**src/rtl/c2d_pkg.sv**
```systemverilog
`default_nettype none

package c2d_pkg;

  localparam int unsigned MaxWidthDef  = 2048;
  localparam int unsigned MaxHeightDef = 4096;
  localparam int unsigned KernelSize   = 3;

  localparam int unsigned PixW         = 8;
  localparam int unsigned CoefW        = 16;
  localparam int unsigned RowRegW      = 48;
  localparam int unsigned FrameWidthW  = 12;
  localparam int unsigned FrameHeightW = 13;
  localparam int unsigned FiltW        = 28;
  localparam int unsigned ProdW        = PixW + 1 + CoefW;
  localparam int unsigned RowSumW      = ProdW + 2;
  localparam int unsigned InDataW      = 8;
  localparam int unsigned OutDataW     = 32;
  localparam int unsigned CfgDataW     = 64;
  localparam int unsigned CfgAddrW     = 6;
  localparam int unsigned CfgIdxW      = CfgAddrW - 3;

  localparam int unsigned QueueDepth   = 4;
  localparam int unsigned QueuePtrW    = $clog2(QueueDepth);
  localparam int unsigned QueueLevelW  = $clog2(QueueDepth + 1);

  localparam logic [FrameWidthW-1:0]  FrameWidthReset  = 12'd640;
  localparam logic [FrameHeightW-1:0] FrameHeightReset = 13'd480;
  localparam logic [RowRegW-1:0]      KernelOuterReset = 48'h0;
  localparam logic [RowRegW-1:0]      KernelMidReset   = 48'h0000_0100_0000;

  typedef enum logic [CfgIdxW-1:0] {
    RegFrameWidth  = 3'd0,
    RegFrameHeight = 3'd1,
    RegKernelTop   = 3'd2,
    RegKernelMid   = 3'd3,
    RegKernelBot   = 3'd4
  } c2d_reg_e;

  typedef struct packed {
    logic [FrameWidthW-1:0]               frame_width;
    logic [FrameHeightW-1:0]              frame_height;
    logic [KernelSize-1:0][RowRegW-1:0]   kernel;
    logic                                 restart;
  } c2d_cfg_t;

  typedef struct packed {
    logic [KernelSize-1:0][KernelSize-1:0][PixW-1:0] pix;
    logic                                            last;
  } c2d_win_t;

endpackage

`default_nettype wire

```
**src/rtl/c2d_queue.sv**
```systemverilog
`default_nettype none

module c2d_queue
  import c2d_pkg::*;
(
  input  wire logic                   clk_i,
  input  wire logic                   rst_ni,
  input  wire logic                   push_i,
  input  wire c2d_win_t               data_i,
  input  wire logic                   pop_i,
  output      logic                   valid_o,
  output      c2d_win_t               data_o,
  output      logic [QueueLevelW-1:0] level_o
);

  c2d_win_t               entries_q [QueueDepth];
  logic [QueuePtrW-1:0]   wr_ptr_q, rd_ptr_q;
  logic [QueueLevelW-1:0] count_q;
  logic                   do_pop;

  assign valid_o = count_q != '0;
  assign data_o  = entries_q[rd_ptr_q];
  assign level_o = count_q;
  assign do_pop  = pop_i && valid_o;

  always_ff @(posedge clk_i) begin
    if (push_i) begin
      entries_q[wr_ptr_q] <= data_i;
    end
  end

  always_ff @(posedge clk_i or negedge rst_ni) begin
    if (!rst_ni) begin
      wr_ptr_q <= '0;
      rd_ptr_q <= '0;
      count_q  <= '0;
    end else begin
      if (push_i) begin
        wr_ptr_q <= wr_ptr_q + QueuePtrW'(1);
      end
      if (do_pop) begin
        rd_ptr_q <= rd_ptr_q + QueuePtrW'(1);
      end
      if (push_i && !do_pop) begin
        count_q <= count_q + QueueLevelW'(1);
      end else if (!push_i && do_pop) begin
        count_q <= count_q - QueueLevelW'(1);
      end
    end
  end

endmodule

`default_nettype wire

```
**config.mk**
```make
export PLATFORM = sky130hd
export DESIGN_NAME = c2d_queue
export DESIGN_NICKNAME = d
export VERILOG_FILES = /design/src/rtl/c2d_pkg.sv /design/src/rtl/c2d_queue.sv
export SDC_FILE = /design/constraint.sdc
export NUM_CORES = 1
export LEC_CHECK = 0
export BUFFER_PORTS_ARGS = -buffer_cell sky130_fd_sc_hd__buf_2
export CAP_MARGIN = 10
export CORE_MARGIN = 8
export CORE_UTILIZATION = 55
export CTS_CLUSTER_DIAMETER = 60
export DETAILED_ROUTE_END_ITERATION = 12
export PLACE_DENSITY_LB_ADDON = 0.15
export SLEW_MARGIN = 20
export SYNTH_ARGS = -nofsm -noshare
export SYNTH_HDL_FRONTEND = slang
export SYNTH_SLANG_ARGS = --single-unit
```
**constraint.sdc**
```tcl
create_clock -name clk_i -period 8.65 [get_ports clk_i]
set_clock_uncertainty 0.2 [all_clocks]
set_input_delay 0.865 -clock clk_i [delete_from_list [all_inputs] [get_ports clk_i]]
set_output_delay 0.865 -clock clk_i [all_outputs]
set_load 0.005 [all_outputs]
```
* Yosys cells after proc, flatten, opt, wreduce, memory -nomap -nowiden
Memory sizes are Yosys's and may differ from the RTL's. Cells that the tools add are included.
Storage, ports and cells: register bits 7, bits in latches 0, bits in writable memories 292, bits in read-only memories 0, bits of input ports 77, memories kept 1
Cells by class: add/sub/neg operators 4, multiply operators 0, divide/modulo/power cells 0, $lt $le $gt $ge 0, equality and inequality tests 0, shift operators 0, mux-type cells 4, bitwise operators 0, reductions and logical operators 7
Memory list:
- entries_q | words 4, bits a word 73, rd ports 1, clocked after Yosys merged registers in 0, write ports 1, RTL line c2d_queue.sv:16 | c2d_win_t entries_q [QueueDepth];
Operators by type and width (number):
- two-way mux 3 bit | 2
- adder 2 x 1 -> 2 bit, second input constant | 2
- adder 3 x 1 -> 3 bit, second input constant | 1
- logical AND 1 bit | 3
- nonzero test 3 bit | 1
- subtractor 3 x 1 -> 3 bit, second input constant | 1
- logical NOT 1 bit | 2
- two-way mux 1 bit | 2
- nonzero test 2 bit | 1

* Logic depth before layout (Yosys ltp)
depth in word-level cells 5, mapped depth 8, depth with buffers taken out 8

* Worst setup path after synthesis
OpenSTA, ideal clock, no wires.
path type in2reg, start input push_i, end memory entries_q[0][0] in the netlist's numbering, enable pin, setup time 439 ps, arrival 2572 ps, required time 8011 ps, setup slack 5439 ps, cell stages on the path 1, path buffers 0, path through and2_1
Between the ends: longest elaborated chain between the ends 2
Ends and longest elaborated chain:
- start, declared | RTL line c2d_queue.sv:8 | input wire logic push_i,
- two-way mux 1 bit | RTL line c2d_queue.sv:27 | if (push_i) begin
- two-way mux 1 bit (not written as such) | RTL line c2d_queue.sv:28 | entries_q[wr_ptr_q] <= data_i;
- end, declared | RTL line c2d_queue.sv:16
No other way between the ends.

==> summary.txt <==
Placed design
  – Routability cong.: just under 0.7
  – Post-place setup slack: between 5 and 6 ns
  – HPWL after DPL: roughly 12000 um
  – # port buffers: ~150
  – Dpl cells: 821

Clock tree
  – Clock sinks: roughly 300
  – Worst-path clk slew: around 0.060 ns
  – Root buffer cell: clkbuf_16
  – CTS Buffer Depth: 3
  – CTS tree: yes
  – Num CTS Buffers: 30
  – Htree depth: 1
  – Clk_lat worst skew: between 0.5 and 0.6 ns

Setup path
  – Crit-path max FO: 53
  – Crit path from: rd_ptr_q[0]
  – RR Startpoint: level_o[0]
  – CP top delay family: buffers and inverters
  – CP max stage delay: between 0.7 and 0.8 ns
  – Buf/Inv on CP: 2
  – WP data required: around 7.6 ns
  – Crit start category: flop
  – Worst Path Arrival: 2.75 ns
  – Reg2reg end: level_o[2]
  – Critical path class: reg2out
  – Critical-path cell list: buf_6 -> mux4_2 -> buf_2
  – CP Capture Type: primary output
  – Reg2Reg Depth: 8
  – R2R Setup Slk: ~6.3 ns
  – Slowest CP cell: dfrtp_4

Hold path
  – HP Class: reg2reg
  – Worst hold stages: 1
  – Hold EP: level_o[2]
  – Hold_sp: level_o[2]

Routing
  – WL final: ~20000 um
  – Via count: between 4k and 5k
  – DR WL/cell: 22.2 um
  – Avg Vias per Cell: between 5 and 6
  – DRC violations left: 0
  – First-pass DRT Iterations: 4
  – Post-route ant nets: 0
  – Drt first-iter violations: 320

Finish
  – Layout Nets: between 600 and 700
  – Area Growth Syn to Fin: 19.4%
  – Non-Filler Instances: 880
  – Share of cells above drive strength 1: 46.1%
  – Final core utilization: roughly two thirds

Timing
  – Hold Vio Cnt, Final: 0
  – Min Tclk post-route: between 3 and 4 ns
  – Final cycle utilization of the critical path: around 44%
  – RSZ-0062 raised after global routing: no
  – # setup viols final: 0
  – Setup ws final: between 4 and 5 ns
  – Setup TNS Final: 0 ns
  – Max Freq: between 200 and 300 MHz
  – Worst-Margin Slew: roughly 0.84 ns
  – Pins Over Slew Limit: 0
  – WHS: 0.314 ns
  – Slew Limit Headroom: a little over two fifths

Synth
  – Synth cell count leaders: edfxtp_1, mux4_2, buf_2, dfrtp_1, buf_6
  – Ys Warns: 0
  – Syn Area/Cell: between 20 and 30 sq um
  – Asr flop ratio synth: under 10%
  – Yosys reg bits: between 200 and 300
  – Sequential area share after synthesis: ~82%
  – Synth Cell Area: approximately 11000 sq um
  – Distinct cell type count after synthesis: 19
  – Post-Syn Nets: 497
  – Post-synth top area share: about 80%
  – Area leader, netlist: edfxtp_1
  – Top FF cell, synth: edfxtp_1
  – Top-count cell post-synth: edfxtp_1
  – Synth top area cells: edfxtp_1, mux4_2, dfrtp_1, buf_6, ha_1
  – Number of synthesized flops with an enable pin: between 200 and 300
  – Cells after Synth: 414

GRT
  – GRT Total Usage: 16.1%
  – Remaining global-route overflow: 0
  – Pin count of the biggest net entering global routing: between 70 and 80
  – Vias in the first global route: approximately 5.3k
  – First-pass GRT wire length: 30000 um
  – Initial antenna violation count: 3

Power
  – Leakage: 0.00449 uW
  – Net switching power: 1150 uW
  – Int Pwr: 3240 uW
  – Pwr dens: between 300 and 400 nW/um^2
  – Seq pwr share: 45.9%
  – Sw frac: between 20% and 30%
  – Comb pwr share: 25.5%
  – Clock power frac: about 29%
  – Worst vdd rail ir drop: around 220 uV

Outcome
  – Outcome: finished clean

Floorplanning
  – Core area: 19500 sq um
  – Num rows: between 50 and 60
  – # IOs: around 150
  – Initial core utilization: 56.1%
  – Die height: about 160 um
  – Die Width: approximately 160 um
  – Die ar.: 24600 sq um

Job
  – Max-Cap Viols: 0
## flip-flops by register name (all words and copies together) (netlist names)
register   flops
rd_ptr_q       2
wr_ptr_q       2
entries_q    292
level_o        3
## worst register-to-register path, cell delays in order (launching register included)
cell	delay (ns)
dfrtp_1	0.44
or3_1	0.43
nand2_1	0.14
ha_1	0.20
inv_1	0.06
fa_1	0.38
xor2_1	0.15
nor2_1	0.11
xor2_1	0.16
## routing by layer
metal | track usage (%) | share of wire (%) | vias to the layer above
li1 | - | - | 2133
met1 | 21.4 | 43 | 2537
met2 | 26.4 | 49 | 145
met3 | 4.20 | 7.0 | 20
met4 | 3.71 | 0.99 | 4
met5 | 0 | 0.12 | -
## cells by family (layout without fill, tap and decap cells)
| logic type | after synthesis | count (layout) | synth area share (%) |
|---|---|---|---|
| other | 0 | 1 | 0 |
| and+or+nand+nor | 9 | 9 | 0.435 |
| AOI/OAI and AO/OA | 1 | 1 | 0.0458 |
| DFF | 299 | 299 | 81.9 |
| muxes | 74 | 74 | 15.2 |
| buffers and inverters | 19 | 219 | 1.21 |
| xor gates and xnor gates | 6 | 6 | 0.481 |
| adders and majority gates | 6 | 6 | 0.756 |
## timing repair
item / CTS / global route
hold buffers: 1 / 0
endpoints found under the hold margin: 7 / 0
gates resized for setup: 0 / 0
buffers inserted: 0 / 0
## how the worst max path moves through the flow
stage,to,slack [ns],cells past startpoint
after floorplan,entries_q[0][0],5.44,1
after global placement,data_o[17],5.00,3
after detailed placement,data_o[72],5.00,3
after CTS,data_o[3],4.43,3
after global routing,data_o[72],4.61,3
final,data_o[72],4.84,3
## layout by cell type (no fill, tap or decap), types with 2 or more instances in the layout
cell         n
clkbuf_1     4
inv_1        3
and2_4       4
buf_2      153
clkinv_2     8
bufinv_16    4
buf_16       3
mux4_2      73
nand2_1      2
edfxtp_1   292
dfrtp_1      5
dfrtp_4      2
xnor2_1      3
clkbuf_16   31
xor2_1       3
clkinv_1     8
ha_1         5
## power by group through the flow
| stage | clock, uW | sequential (uW) | combinational (uW) |
|---|---|---|---|
| global route | 1340 | 2050 | 1220 |
| floorplan | 0 | 1990 | 752 |
| CTS | 1290 | 2080 | 1100 |
| global placement | 0 | 2090 | 1070 |
| detailed placement | 0 | 2100 | 1100 |
| finish | 1260 | 2020 | 1120 |
## final cells by class
class | count | area (sq um)
Timing Repair Buffer | 160 | 897
Sequential cell | 299 | 8950
Multi-Input combinational cell | 96 | 1850
Fill cell | 1264 | 6430
Tap cell | 265 | 332
Inverter | 3 | 11.3
Antenna cell | 1 | 2.50
Clock buffer | 35 | 791
Clock inverter | 21 | 199
## through the flow
| stage | total power, uW | area [sq um] |
|---|---|---|
| 4_1_cts | 4460 | 13000 |
| 5_1_grt | 4610 | 13000 |
| 3_5_place_dp | 3200 | 12000 |
| 6_report | 4400 | 13000 |
| 2_1_floorplan | 2740 | 10900 |
| 3_3_place_gp | 3160 | 11900 |
(Power assumes the default switching activity.)
