$ cat src/rtl/c2d_pkg.sv
`default_nettype none

package c2d_pkg;

  localparam int unsigned MaxWidthDef  = 2048;
  localparam int unsigned MaxHeightDef = 4096;
  localparam int unsigned KernelSize   = 3;

  localparam int unsigned PixW         = 8;
  localparam int unsigned CoefW        = 16;
  localparam int unsigned RowRegW      = 48;
  localparam int unsigned FrameWidthW  = 12;
  localparam int unsigned FrameHeightW = 13;
  localparam int unsigned FiltW        = 28;
  localparam int unsigned ProdW        = PixW + 1 + CoefW;
  localparam int unsigned RowSumW      = ProdW + 2;
  localparam int unsigned InDataW      = 8;
  localparam int unsigned OutDataW     = 32;
  localparam int unsigned CfgDataW     = 64;
  localparam int unsigned CfgAddrW     = 6;
  localparam int unsigned CfgIdxW      = CfgAddrW - 3;

  localparam int unsigned QueueDepth   = 4;
  localparam int unsigned QueuePtrW    = $clog2(QueueDepth);
  localparam int unsigned QueueLevelW  = $clog2(QueueDepth + 1);

  localparam logic [FrameWidthW-1:0]  FrameWidthReset  = 12'd640;
  localparam logic [FrameHeightW-1:0] FrameHeightReset = 13'd480;
  localparam logic [RowRegW-1:0]      KernelOuterReset = 48'h0;
  localparam logic [RowRegW-1:0]      KernelMidReset   = 48'h0000_0100_0000;

  typedef enum logic [CfgIdxW-1:0] {
    RegFrameWidth  = 3'd0,
    RegFrameHeight = 3'd1,
    RegKernelTop   = 3'd2,
    RegKernelMid   = 3'd3,
    RegKernelBot   = 3'd4
  } c2d_reg_e;

  typedef struct packed {
    logic [FrameWidthW-1:0]               frame_width;
    logic [FrameHeightW-1:0]              frame_height;
    logic [KernelSize-1:0][RowRegW-1:0]   kernel;
    logic                                 restart;
  } c2d_cfg_t;

  typedef struct packed {
    logic [KernelSize-1:0][KernelSize-1:0][PixW-1:0] pix;
    logic                                            last;
  } c2d_win_t;

endpackage

`default_nettype wire

$ cat src/rtl/c2d_regs.sv
`default_nettype none

module c2d_regs
  import c2d_pkg::*;
(
  input  wire logic                clk_i,
  input  wire logic                rst_ni,
  input  wire logic                psel,
  input  wire logic                penable,
  input  wire logic                pwrite,
  input  wire logic [CfgAddrW-1:0] paddr,
  input  wire logic [CfgDataW-1:0] pwdata,
  output      logic [CfgDataW-1:0] prdata,
  output      logic                pready,
  output      c2d_cfg_t            cfg_o
);

  logic [FrameWidthW-1:0]  width_q;
  logic [FrameHeightW-1:0] height_q;
  logic [RowRegW-1:0]      ktop_q, kmid_q, kbot_q;
  logic [CfgIdxW-1:0]      idx;
  logic                    wr;

  assign idx    = paddr[CfgAddrW-1:3];
  assign wr     = psel && penable && pwrite;
  assign pready = 1'b1;

  always_ff @(posedge clk_i or negedge rst_ni) begin
    if (!rst_ni) begin
      width_q  <= FrameWidthReset;
      height_q <= FrameHeightReset;
      ktop_q   <= KernelOuterReset;
      kmid_q   <= KernelMidReset;
      kbot_q   <= KernelOuterReset;
    end else if (wr) begin
      unique case (c2d_reg_e'(idx))
        RegFrameWidth:  width_q  <= pwdata[FrameWidthW-1:0];
        RegFrameHeight: height_q <= pwdata[FrameHeightW-1:0];
        RegKernelTop:   ktop_q   <= pwdata[RowRegW-1:0];
        RegKernelMid:   kmid_q   <= pwdata[RowRegW-1:0];
        RegKernelBot:   kbot_q   <= pwdata[RowRegW-1:0];
        default: ;
      endcase
    end
  end

  always_comb begin
    unique case (c2d_reg_e'(idx))
      RegFrameWidth:  prdata = CfgDataW'(width_q);
      RegFrameHeight: prdata = CfgDataW'(height_q);
      RegKernelTop:   prdata = CfgDataW'(ktop_q);
      RegKernelMid:   prdata = CfgDataW'(kmid_q);
      RegKernelBot:   prdata = CfgDataW'(kbot_q);
      default:        prdata = '0;
    endcase
  end

  always_comb begin
    cfg_o.frame_width  = width_q;
    cfg_o.frame_height = height_q;
    cfg_o.kernel[0]    = ktop_q;
    cfg_o.kernel[1]    = kmid_q;
    cfg_o.kernel[2]    = kbot_q;
    // frame restarts on the same edge as a dimension write
    cfg_o.restart      = wr && ((c2d_reg_e'(idx) == RegFrameWidth) ||
                                (c2d_reg_e'(idx) == RegFrameHeight));
  end

endmodule

`default_nettype wire

$ cat config.mk
export PLATFORM = sky130hd
export DESIGN_NAME = c2d_regs
export DESIGN_NICKNAME = d
export VERILOG_FILES = /design/src/rtl/c2d_pkg.sv /design/src/rtl/c2d_regs.sv
export SDC_FILE = /design/constraint.sdc
export NUM_CORES = 1
export LEC_CHECK = 0
export BUFFER_PORTS_ARGS = -buffer_cell sky130_fd_sc_hd__buf_2
export CAP_MARGIN = 40
export CORE_ASPECT_RATIO = 0.5
export CORE_MARGIN = 3
export CORE_UTILIZATION = 52
export CTS_BUF_LIST = sky130_fd_sc_hd__clkbuf_4 sky130_fd_sc_hd__clkbuf_8 sky130_fd_sc_hd__clkbuf_16
export CTS_CLUSTER_SIZE = 10
export DETAILED_ROUTE_END_ITERATION = 8
export PLACE_DENSITY = 0.85
export SYNTH_ARGS = -nofsm -noshare
export SYNTH_HDL_FRONTEND = slang
export SYNTH_SLANG_ARGS = --single-unit
$ cat constraint.sdc
create_clock -name clk_i -period 3.4 [get_ports clk_i]
set_input_delay 0.34 -clock clk_i [delete_from_list [all_inputs] [get_ports clk_i]]
set_output_delay 0.34 -clock clk_i [all_outputs]
set_load 0.1 [all_outputs]
; Yosys cells after proc, flatten, opt, wreduce, memory -nomap -nowiden
; Cells that the tools add are included.
[totals]
output_inout_bits = 235
in_bits = 75
elab_cells = 20
register_bits = 169
[classes]
eq_ne = 4
reduce_logical = 10
mux = 1
[op_table]
columns = op, n
row1 = one-hot mux 48 bit (5 select lines), 1
row2 = AND reduction 2 bit, 5
row3 = "== test 3 x 2 -> 1 bit, second input constant", 2
row4 = "== test 3 x 1 -> 1 bit, second input constant", 1
row5 = "== test 3 bit, second input constant", 1
row6 = logical AND 1 bit, 3
row7 = zero test 3 bit, 1
row8 = logical OR 1 bit, 1

; Longest topological paths before layout
[depth]
word_depth = 3
ltp_mapped = 6
mapped_depth_nobuf = 3

; Worst setup path after synthesis
; Ideal clock, no wire load.
[synth_timing]
kind = input to output
from = input paddr[3]
to = output prdata[0]
path_slack_ns = -0.278
t_required_ns = 3.060
n_path_buf = 2
arrival_time_ns = 3.338
cell_stages = 5
path_cell_list = buf_2 -> nor2b_1 -> clkbuf_1 -> a22oi_1 -> o21ai_0
[synth_via]
elab_chain_cells = 2
elab_cells_between_ends = 6
cone_classes = eq/ne: 4 / mux: 1 / reduce/logical: 1
[synth_lines]
columns = item, line
row1 = "start, declared", c2d_regs.sv:11  ; input wire logic [CfgAddrW-1:0] paddr,
row2 = == test 3 bit (tied with other cells), c2d_regs.sv:48  ; unique case (c2d_reg_e'(idx))
row3 = one-hot mux 48 bit (5 select lines) (*), c2d_regs.sv:48
row4 = "end, declared", c2d_regs.sv:13  ; output logic [CfgDataW-1:0] prdata,
; Every way passes the cells marked *; elsewhere a longest branch is shown, timed or not.

; Worst setup path after layout
[layout_timing]
from = input paddr[3]
to = output prdata[27]
; The elaborated chain is that of the path after synthesis.

==> metrics.md <==
| Metric | Value |
|---|---|
| Final core occ | 0.711 |
| Syn Inst Count | 565 |
| Worst skew pair latency | 0.41 ns |
| Setup WS pre-CTS | 0.955 ns |
| Lkg Pwr | 0.00504 uW |
| Dpl cells | 1008 |
| Total GRT Usage | 0.251 |
| Worst reg2reg path depth | 1 |
| CTS Buffer Depth | 2 |
| Reg clk slew, reported paths | 0.07 ns |
| Fraction of registers with async set/reset | 1.00 |
| Max FO, Critical Path | 34 |
| First-pass GRT wire length | 32200 um |
| Final number of setup-violating endpoints | 0 |
| GRT overflow | 0 |
| Commonest non-fill, non-tap cell in the layout | buf_2 |
| DIE HEIGHT | 91.9 um |
| Least-Margin Pin Slew | 0.682 ns |
| Worst-path cell chain | buf_4, buf_4, mux2i_1, o21ai_1, buf_2 |
| Slew HR | 0.545 |
| Max-cap violation count | 0 |
| Commonest non-fill, non-tap cells in the layout | buf_2 (258), dfrtp_1 (162), mux2_2 (161), o21ai_1 (47) |
| Critical Path Most Common Cell | buf_4 |
| Layout cells sized above 1 | 0.583 |
| Crit path capture type | primary output |
| Max Clk Rate | 403 MHz |
| WL/cell | 19.8 um |
| Top FF cell, synth | dfrtp_1 |
| Die Wd | 178 um |
| PwrDens | 940 mW/mm2 |
| WP data required | 3.06 ns |
| Largest net degree at the start of global routing | 89 |
| Total negative setup slack | 0 ns |
| Top Ports | 310 |
| EDFF count, synth | 0 |
| Via density | 5.52 |
| Psw | 5160 uW |
| Switching part of the total | 0.553 |
| Hold_buf cts | 1 |
| RSZ-0062 raised after global routing | false |
| Int Pwr | 4170 uW |
| Min-Delay Path Class | input port to flop |
| Min-delay src | pwdata[37] |
| Root Buffer | clkbuf_16 |
| DRT iter0 DRCs | 226 |
| Flop pwr share | 0.292 |
| Nets | 911 |
| H-tree depth | 4 |
| Fin. Hold Viols | 0 |
| Flops & latches, synth | 169 |
| Antenna violations before repair | 1 |
| Status | finished clean |
| Reg2reg start | kbot_q[36]$_DFFE_PN0P_ |
| Combinational power share | 0.517 |
| Number of global-route vias before repair | 6024 |
| Avg Cell Area, Syn | 13.6 um2 |
| RR Endpoint | kbot_q[36]$_DFFE_PN0P_ |
| Min Tclk post-route | 2.48 ns |
| Design Power | 9330 uW |
| Critical path launch point type | input port |
| Mapped cell area | 0.00766 mm2 |
| Total CTS buffers | 17 |
| Peak supply drop | 0.000550 V |
| Detailed Place HPWL | 14700 um |
| Post-Layout Cell Count | 1041 |
| Slowest cell on the critical path | buf_4 |
| Critical path class | input port to primary output |
| Final GP Congestion | 0.818 |
| Number of remaining DRC errors | 0 |
| Worst stage delay on the critical path | 0.49 ns |
| # clock sinks | 169 |
| Final period util | 0.730 |
| Worst reg-to-reg setup slack | 2.57 ns |
| Max Slew Vio Count | 0 |
| CP arrival | 2.14 ns |
| CTS resizes | 0 |
| Worst Hold Depth | 2 |
| Clk_skew | 0 ns |
| Setup ws final | 0.919 ns |
| Routed via count | 5744 |
| First-pass detailed-route iteration total | 5 |
| Synth warn | 0 |
| # port buffers | 273 |
| WL final | 20600 um |
| Clock Power Share | 0.191 |
| Layout area overhead | 29.5% |
| Worst Hold End | kbot_q[37]$_DFFE_PN0P_ |
| Std-Cell Rows | 30 |
| Placeable Area | 0.0140 mm2 |
| TritonCTS clock tree | built |
| Yosys cell types | 27 |
| Antenna Nets Post-Route | 0 |
| ANT cells | 0 |
| Register area share after synthesis | 0.553 |
| Initial Utilization | 0.549 |
| Post CTS Setup Buffer Count | 0 |
| Die footprint | 0.0163 mm2 |
## power groups by stage
stage / logic (uW) / clock network (uW) / registers [uW]
after floorplan: 1120 / 0 / 5600
after global placement: 4790 / 0 / 2730
after detailed placement: 4840 / 0 / 2760
after CTS: 4840 / 1810 / 2720
after global routing: 4940 / 1910 / 2780
final: 4820 / 1790 / 2730
## cell families after synthesis
logic type      synth area share
compound gates            0.0580
buf+inv                   0.0451
flops                      0.553
mux                        0.313
other cells             0.000980
simple gates              0.0302
## worst max-delay path: cells and delay by family
| family | cells | cell delay (ns) |
|---|---|---|
| buffers and inverters | 3 | 1.41 |
| AO/OA/AOI/OAI | 1 | 0.20 |
| multiplexers | 1 | 0.14 |
## how the worst max path moves through the flow
stage | start | to | slack, ns | depth (start not counted)
detailed placement | paddr[5] | ktop_q[43]$_DFFE_PN0P_ | 0.95 | 5
global placement | paddr[3] | prdata[12] | 0.82 | 5
floorplan | paddr[3] | prdata[12] | 0.34 | 5
finish | paddr[3] | prdata[27] | 0.92 | 5
global route | paddr[3] | prdata[27] | 0.84 | 5
CTS | paddr[3] | prdata[27] | 0.91 | 5
## layer usage
metal	global-route usage	part of all wire	vias up	wire length, um
met5	0	0.00048	-	10
met4	0.0862	0.024	2	486
met3	0.0662	0.062	38	1290
met2	0.455	0.52	195	10800
met1	0.289	0.39	2949	8050
li1	-	-	2560	-
## state kept, by name, summed over array words and instances (netlist names)
register and count:
ktop_q 48, height_q 13, kbot_q 48, width_q 12, kmid_q 48
## stage by stage
step | hold slack, ns | area [um2]
after global placement | 0.290 | 9360
after CTS | 0.161 | 9930
after global routing | 0.171 | 9930
after detailed placement | 0.294 | 9380
after floorplan | 0.0444 | 7720
final | 0.172 | 9930
## synthesized netlist by cell type, types with 2 or more instances
master,number,share of area
dfrtp_1,162,0.53
a22oi_1,13,0.013
mux2_2,161,0.24
mux2i_1,36,0.047
clkbuf_1,13,0.0064
buf_2,12,0.0078
a32oi_1,12,0.014
nand2_1,36,0.018
mux2_1,20,0.029
dfstp_2,7,0.024
nor2_1,3,0.0015
nor2b_1,3,0.0024
buf_8,2,0.0039
o21ai_0,47,0.031
conb_1,2,0.00098
buf_4,25,0.024
## area by class of cell
class                      instances  area [um2]
inverter                           1        3.75
multi-input combinational        356        3160
clock inverter                    12        93.8
clock buffer                      20         448
tap                              192         240
sequential                       169        4240
fill                            1011        4040
timing repair buffer             291        1750
Power figures use the tool's default switching activity.
