### src/rtl/c2d_pkg.sv
`default_nettype none

package c2d_pkg;

  localparam int unsigned MaxWidthDef  = 2048;
  localparam int unsigned MaxHeightDef = 4096;
  localparam int unsigned KernelSize   = 3;

  localparam int unsigned PixW         = 8;
  localparam int unsigned CoefW        = 16;
  localparam int unsigned RowRegW      = 48;
  localparam int unsigned FrameWidthW  = 12;
  localparam int unsigned FrameHeightW = 13;
  localparam int unsigned FiltW        = 28;
  localparam int unsigned ProdW        = PixW + 1 + CoefW;
  localparam int unsigned RowSumW      = ProdW + 2;
  localparam int unsigned InDataW      = 8;
  localparam int unsigned OutDataW     = 32;
  localparam int unsigned CfgDataW     = 64;
  localparam int unsigned CfgAddrW     = 6;
  localparam int unsigned CfgIdxW      = CfgAddrW - 3;

  localparam int unsigned QueueDepth   = 4;
  localparam int unsigned QueuePtrW    = $clog2(QueueDepth);
  localparam int unsigned QueueLevelW  = $clog2(QueueDepth + 1);

  localparam logic [FrameWidthW-1:0]  FrameWidthReset  = 12'd640;
  localparam logic [FrameHeightW-1:0] FrameHeightReset = 13'd480;
  localparam logic [RowRegW-1:0]      KernelOuterReset = 48'h0;
  localparam logic [RowRegW-1:0]      KernelMidReset   = 48'h0000_0100_0000;

  typedef enum logic [CfgIdxW-1:0] {
    RegFrameWidth  = 3'd0,
    RegFrameHeight = 3'd1,
    RegKernelTop   = 3'd2,
    RegKernelMid   = 3'd3,
    RegKernelBot   = 3'd4
  } c2d_reg_e;

  typedef struct packed {
    logic [FrameWidthW-1:0]               frame_width;
    logic [FrameHeightW-1:0]              frame_height;
    logic [KernelSize-1:0][RowRegW-1:0]   kernel;
    logic                                 restart;
  } c2d_cfg_t;

  typedef struct packed {
    logic [KernelSize-1:0][KernelSize-1:0][PixW-1:0] pix;
    logic                                            last;
  } c2d_win_t;

endpackage

`default_nettype wire

### src/rtl/c2d_back.sv
`default_nettype none

module c2d_back
  import c2d_pkg::*;
(
  input  wire logic                               clk_i,
  input  wire logic                               rst_ni,
  input  wire logic [KernelSize-1:0][RowRegW-1:0] kernel_i,
  input  wire logic                               valid_i,
  input  wire c2d_win_t                           win_i,
  output      logic                               pop_o,
  output      logic                               m_axis_tvalid,
  input  wire logic                               m_axis_tready,
  output      logic [OutDataW-1:0]                m_axis_tdata,
  output      logic                               m_axis_tlast
);

  logic signed [ProdW-1:0]   prod_d [KernelSize][KernelSize];
  logic signed [ProdW-1:0]   prod_q [KernelSize][KernelSize];
  logic signed [RowSumW-1:0] row_q  [KernelSize];
  logic signed [FiltW-1:0]   sum_q;
  logic                      v1_q, v2_q, v3_q;
  logic                      last1_q, last2_q, last3_q;
  logic                      adv1, adv2, adv3;

  assign adv3  = !v3_q || m_axis_tready;
  assign adv2  = !v2_q || adv3;
  assign adv1  = !v1_q || adv2;
  assign pop_o = valid_i && adv1;

  always_comb begin
    for (int i = 0; i < KernelSize; i++) begin
      for (int j = 0; j < KernelSize; j++) begin
        prod_d[i][j] = ProdW'($signed({1'b0, win_i.pix[i][j]})) *
                       ProdW'($signed(kernel_i[i][CoefW*j +: CoefW]));
      end
    end
  end

  always_ff @(posedge clk_i or negedge rst_ni) begin
    if (!rst_ni) begin
      v1_q <= 1'b0;
      v2_q <= 1'b0;
      v3_q <= 1'b0;
    end else begin
      if (adv1) begin
        v1_q <= valid_i;
      end
      if (adv2) begin
        v2_q <= v1_q;
      end
      if (adv3) begin
        v3_q <= v2_q;
      end
    end
  end

  always_ff @(posedge clk_i) begin
    if (pop_o) begin
      prod_q  <= prod_d;
      last1_q <= win_i.last;
    end
    if (adv2 && v1_q) begin
      for (int i = 0; i < KernelSize; i++) begin
        row_q[i] <= RowSumW'(prod_q[i][0]) + RowSumW'(prod_q[i][1]) +
                    RowSumW'(prod_q[i][2]);
      end
      last2_q <= last1_q;
    end
    if (adv3 && v2_q) begin
      sum_q   <= FiltW'(row_q[0]) + FiltW'(row_q[1]) + FiltW'(row_q[2]);
      last3_q <= last2_q;
    end
  end

  assign m_axis_tvalid = v3_q;
  assign m_axis_tdata  = {{(OutDataW-FiltW){1'b0}}, sum_q};
  assign m_axis_tlast  = last3_q;

endmodule

`default_nettype wire
### config.mk
export PLATFORM = sky130hd
export DESIGN_NAME = c2d_back
export DESIGN_NICKNAME = d
export VERILOG_FILES = /design/src/rtl/c2d_pkg.sv /design/src/rtl/c2d_back.sv
export SDC_FILE = /design/constraint.sdc
export NUM_CORES = 2
export LEC_CHECK = 0
export ABC_CLOCK_PERIOD_IN_PS = 18700
export BUFFER_PORTS_ARGS = -buffer_cell sky130_fd_sc_hd__buf_2
export CORE_UTILIZATION = 35
export CTS_BUF_LIST = sky130_fd_sc_hd__clkbuf_8
export DETAILED_ROUTE_END_ITERATION = 12
export REMOVE_ABC_BUFFERS = 1
export SYNTH_ARGS = -nofsm -noshare
export SYNTH_HDL_FRONTEND = slang
export SYNTH_SLANG_ARGS = --single-unit
### constraint.sdc
create_clock -name clk_i -period 18.7 [get_ports clk_i]
set_input_delay 1.87 -clock clk_i [delete_from_list [all_inputs] [get_ports clk_i]]
set_output_delay 1.87 -clock clk_i [all_outputs]
set_load 0.01 [all_outputs]
Yosys cells after proc, flatten, opt, wreduce, memory -nomap -nowiden
Memory sizes are Yosys's and may differ from the RTL's.
Cells that the tools add are included.
{ "word_totals": {"regBits": 259, "ram_bits": 81, "in_bits": 221, "n_memories": 1} }
{ "mem_list": {"columns": ["memory", "depth", "word_bits", "rd", "rd_clocked_by_memory_dff", "write_ports", "line_no", "source"], "rows": [
  ["row_q", 3, 27, 3, 0, 3, "c2d_back.sv:20", "logic signed [RowSumW-1:0] row_q [KernelSize];"]
]} }
{ "classes": {"add_sub_neg": 8, "mul": 9, "mux": 2, "reduce_logical": 9} }
{ "ops": {"columns": ["cell", "n"], "rows": [
  ["9-bit by 16-bit multiplier with 25-bit output", 9],
  ["26-bit by 25-bit adder with 27-bit output", 3],
  ["25-bit by 25-bit adder with 26-bit output", 3],
  ["27-bit by 27-bit adder with 28-bit output", 1],
  ["28-bit by 27-bit adder with 28-bit output", 1],
  ["1-bit logical AND", 3],
  ["1-bit logical NOT", 3],
  ["1-bit logical OR", 3],
  ["1-bit 2-to-1 mux", 2]
]} }

Longest topological paths before layout
{ "logic_depth": {"ltp_word": 6, "depth_mapped": 21, "ltp_nobuf": 20} }

Least setup slack after synthesis
Ideal clock, no wire load.
{ "synth_timing": {"path_type": "input -> output", "from": "input port m_axis_tready", "to": "output port pop_o", "t_arrival_ns": 18.529, "setup_slack_ns": -1.699, "path_stages": 3, "path_buffers": 0, "path_cell_list": "nand2b_1 nor2_1 a21boi_0"} }
{ "synth_between": {"elab_chain_len": 4} }
{ "synth_lines": {"columns": ["element", "line_no", "source"], "rows": [
  ["from (decl)", "c2d_back.sv:13", "input wire logic m_axis_tready,"],
  ["1-bit logical OR", "c2d_back.sv:26", "assign adv3 = !v3_q || m_axis_tready;"],
  ["1-bit logical OR", "c2d_back.sv:27", "assign adv2 = !v2_q || adv3;"],
  ["1-bit logical OR", "c2d_back.sv:28", "assign adv1 = !v1_q || adv2;"],
  ["1-bit logical AND", "c2d_back.sv:29", "assign pop_o = valid_i && adv1;"],
  ["to (decl)", "c2d_back.sv:11", "output logic pop_o,"]
]} }
Every way passes these cells.

==> metrics.yaml <==
global_route:
  groute.usage.overall_pct: 16.29
  grt_pass1_wl_um: 219300
  antenna_found_initial: 16
  grt_max_degree: 68
  first_global_vias: 42120
  grt_remaining_overflow: 0
cells_and_area:
  drive_above_1_share_pct: 5.802
  fillers: 16350
  final_cells: 8399
  final_nets: 7970
  syn_to_final_growth_pct: 8.653
sta:
  setup_viol: 0
  tightest_slew_ps: 885.9
  rsz0062_at_grt: "no"
  period_needed_ps: 6761
  fin_skew_ps: 59.83
  timing.fmax_mhz: 147.9
  whs_ps: 409.3
  maxSlewViolCount: 0
  period_share_pct: 36.16
  slew_headroom_pct: 40.94
  final_hold_viol_count: 0
logic_synthesis:
  yosys.area.top_type: "fa_1"
  synthXorXnorAreaFrac_pct: 4.290
  yosysTopAreaCellShare_pct: 35.48
  synth_top_family_by_area: "adder cells"
  syn_inst: 5940
  synth_compound_area_share_pct: 6.970
  avgSynthCellArea_sq_um: 9.726
  yosys.area_share.simple_pct: 13.90
  synth_seq_area_share_pct: 17.65
  synth_common_cells: "inv_1, fa_1, and2_1"
  synth-edff-count: 337
  synth.distinct_cells: 71
  ys_ff_latch: 340
  synthMuxAreaShare_pct: 0.03465
  yosysMostFrequentCell: "inv_1"
  postSynth.asyncResetShare_pct: 0.8824
  ys.warnings.count: 0
  syn-cell-area_sq_mm: 0.05777
  synthAdderAreaFrac_pct: 47.42
  synth_ff_type: "edfxtp_1"
  synth.area.top_cells: "fa_1, edfxtp_1, ha_1, inv_1, and2_1"
critical_path:
  crit_path_top_delay_cell: "a2111oi_1"
  crit_top_cell: "fa_1"
  start_kind: "input pin"
  cp-end-kind: "flip-flop"
  cp.required_ps: 19150
  r2r_cells: 12
  crit_family: "adder cells"
  cp_slowest_stage_delay_ps: 620
  reg2reg_slack_ps: 14520
  path_class: "in -> reg"
  r2r_start: "prod_q[1]$_DFFE_PP_"
  worstPathArrival_ps: 7210
  reg2reg_to: "row_q[0][79]$_DFFE_PP_"
  crit_buf_inv: 4
  crit_fanout: 16
  path_cells: "buf_2 -> nand2_1 -> fa_1 -> inv_1 -> fa_1 -> fa_1 -> inv_1 -> fa_1 -> inv_1 -> ha_1 -> a21o_1 -> or3_1 -> a211oi_1 -> nor3_1 -> a2111oi_1 -> o21bai_1 -> a21boi_1 -> nor3_1 -> a311o_1"
die:
  die_w_um: 408.3
  die_area_sq_mm: 0.1667
  core_area_sq_mm: 0.1633
  start_util_pct: 35.37
  io_pins: 256
  die_height_um: 408.3
  fp-row-count: 148
clock_network:
  h-tree-depth: 2
  clk_pin_slew_ps: 80
  clockBufferDepth: 3
  cts_tree: "done"
  clk_latency_ps: 710
  root_buffer: "clkbuf_8"
  post_cts_resized: 0
  cts_buffers: 58
  post_cts_buffers: 0
  cts_hold_buf: 0
  numClockSinks: 340
routing:
  viasPerCell: 4.712
  drtIter0Drc: 1979
  drt_drc_violations_left: 0
  drt_pre_antenna_iters: 5
  ant_nets: 0
  vias: 39580
  drt_wl_total_um: 132300
  detail_route.wl_per_cell_um: 15.75
placement:
  dp.cells: 8289
  dp_hpwl_um: 112700
  place.gp.congestion: 0.8531
  portBuffers: 251
run:
  cap_violations: 0
hold_path:
  holdPathEnd: "last2_q$_DFFE_PP_"
  min_path_cells: 0
  min-delay-start: "last1_q$_DFFE_PP_"
  min_path_type: "reg -> reg"
status:
  status: "finished clean"
[layer usage]
| metal | vias up | part of all wire (%) | wire (um) | global-route usage, % |
|---|---|---|---|---|
| met5 | - | 0.057 | 75 | 0 |
| met4 | 12 | 1.9 | 2506 | 3.319 |
| met3 | 172 | 4.2 | 5574 | 2.042 |
| met2 | 741 | 48 | 64130 | 27.92 |
| met1 | 19890 | 45 | 59980 | 22.01 |
| li1 | 18770 | - | - | - |
[cell type report]
type,count,area [sq um],area share (%)
diodes,2,5.005,0.007973
clock buffers,59,812.0,1.294
well taps,2175,2721,4.336
inverters,1408,5285,8.420
repair buffers,257,1301,2.073
multi-input cells,4109,41980,66.87
flip-flops and latches,340,10190,16.24
clock inverters,49,473.0,0.7535
[flip-flops by register name, summed over array words and instances (netlist names)]
register and flops:
last1_q 1, last2_q 1, m_axis_tlast 1, m_axis_tvalid 1
prod_q 225, row_q 81, sum_q 28, v1_q 1
v2_q 1
[cell families after synthesis]
logic type | Yosys count
muxes | 2
adders and majority gates | 1575
other | 1
xor gates and xnor gates | 283
buffers and inverters | 1494
and+or+nand+nor | 1607
DFF | 340
AOI/OAI and AO/OA | 638
[worst max path at each step]
stage,endpoint,slack (ps),startpoint,cells after the start
final,prod_q[123]$_DFFE_PP_,11940,win_i[33],19
after global routing,prod_q[123]$_DFFE_PP_,11710,win_i[34],19
after CTS,prod_q[123]$_DFFE_PP_,12040,win_i[33],19
after detailed placement,prod_q[123]$_DFFE_PP_,11260,win_i[33],19
after global placement,prod_q[123]$_DFFE_PP_,11300,win_i[33],19
after floorplan,pop_o,-1700,m_axis_tready,3
[cells in the final DEF, fill, tap and decap left out, drive strengths merged, types with 9 or more instances in the layout]
cell and instances:
a211oi 20, nand4 14, nand2b 26, xnor2 206
edfxtp 337, o31ai 15, o211ai 13, a21oi 220
a31oi 21, buf 257, and2 635, bufinv 9
inv 1421, xor2 77, and3 15, nand3 49
or3 12, o21bai 32, clkinv 23, o21a 34
nand2 634, fa 1024, nor2 145, o21ai 115
clkbuf 59, nor2b 27, nor3 28, ha 551
a21o 98
[through the flow]
step	cell area [sq um]	utilization [%]	worst slack, ps	setup TNS, ps
final	62770	38.43	11940	0
after global routing	62770	38.43	11710	0
after CTS	62760	38.43	12040	0
after detailed placement	61480	37.64	11260	0
after global placement	61480	37.64	11300	0
after floorplan	57440	-	-1699	-227860
Power is not shown: default switching activity piles up to over one toggle a cycle in this logic, so the estimate is an artifact.
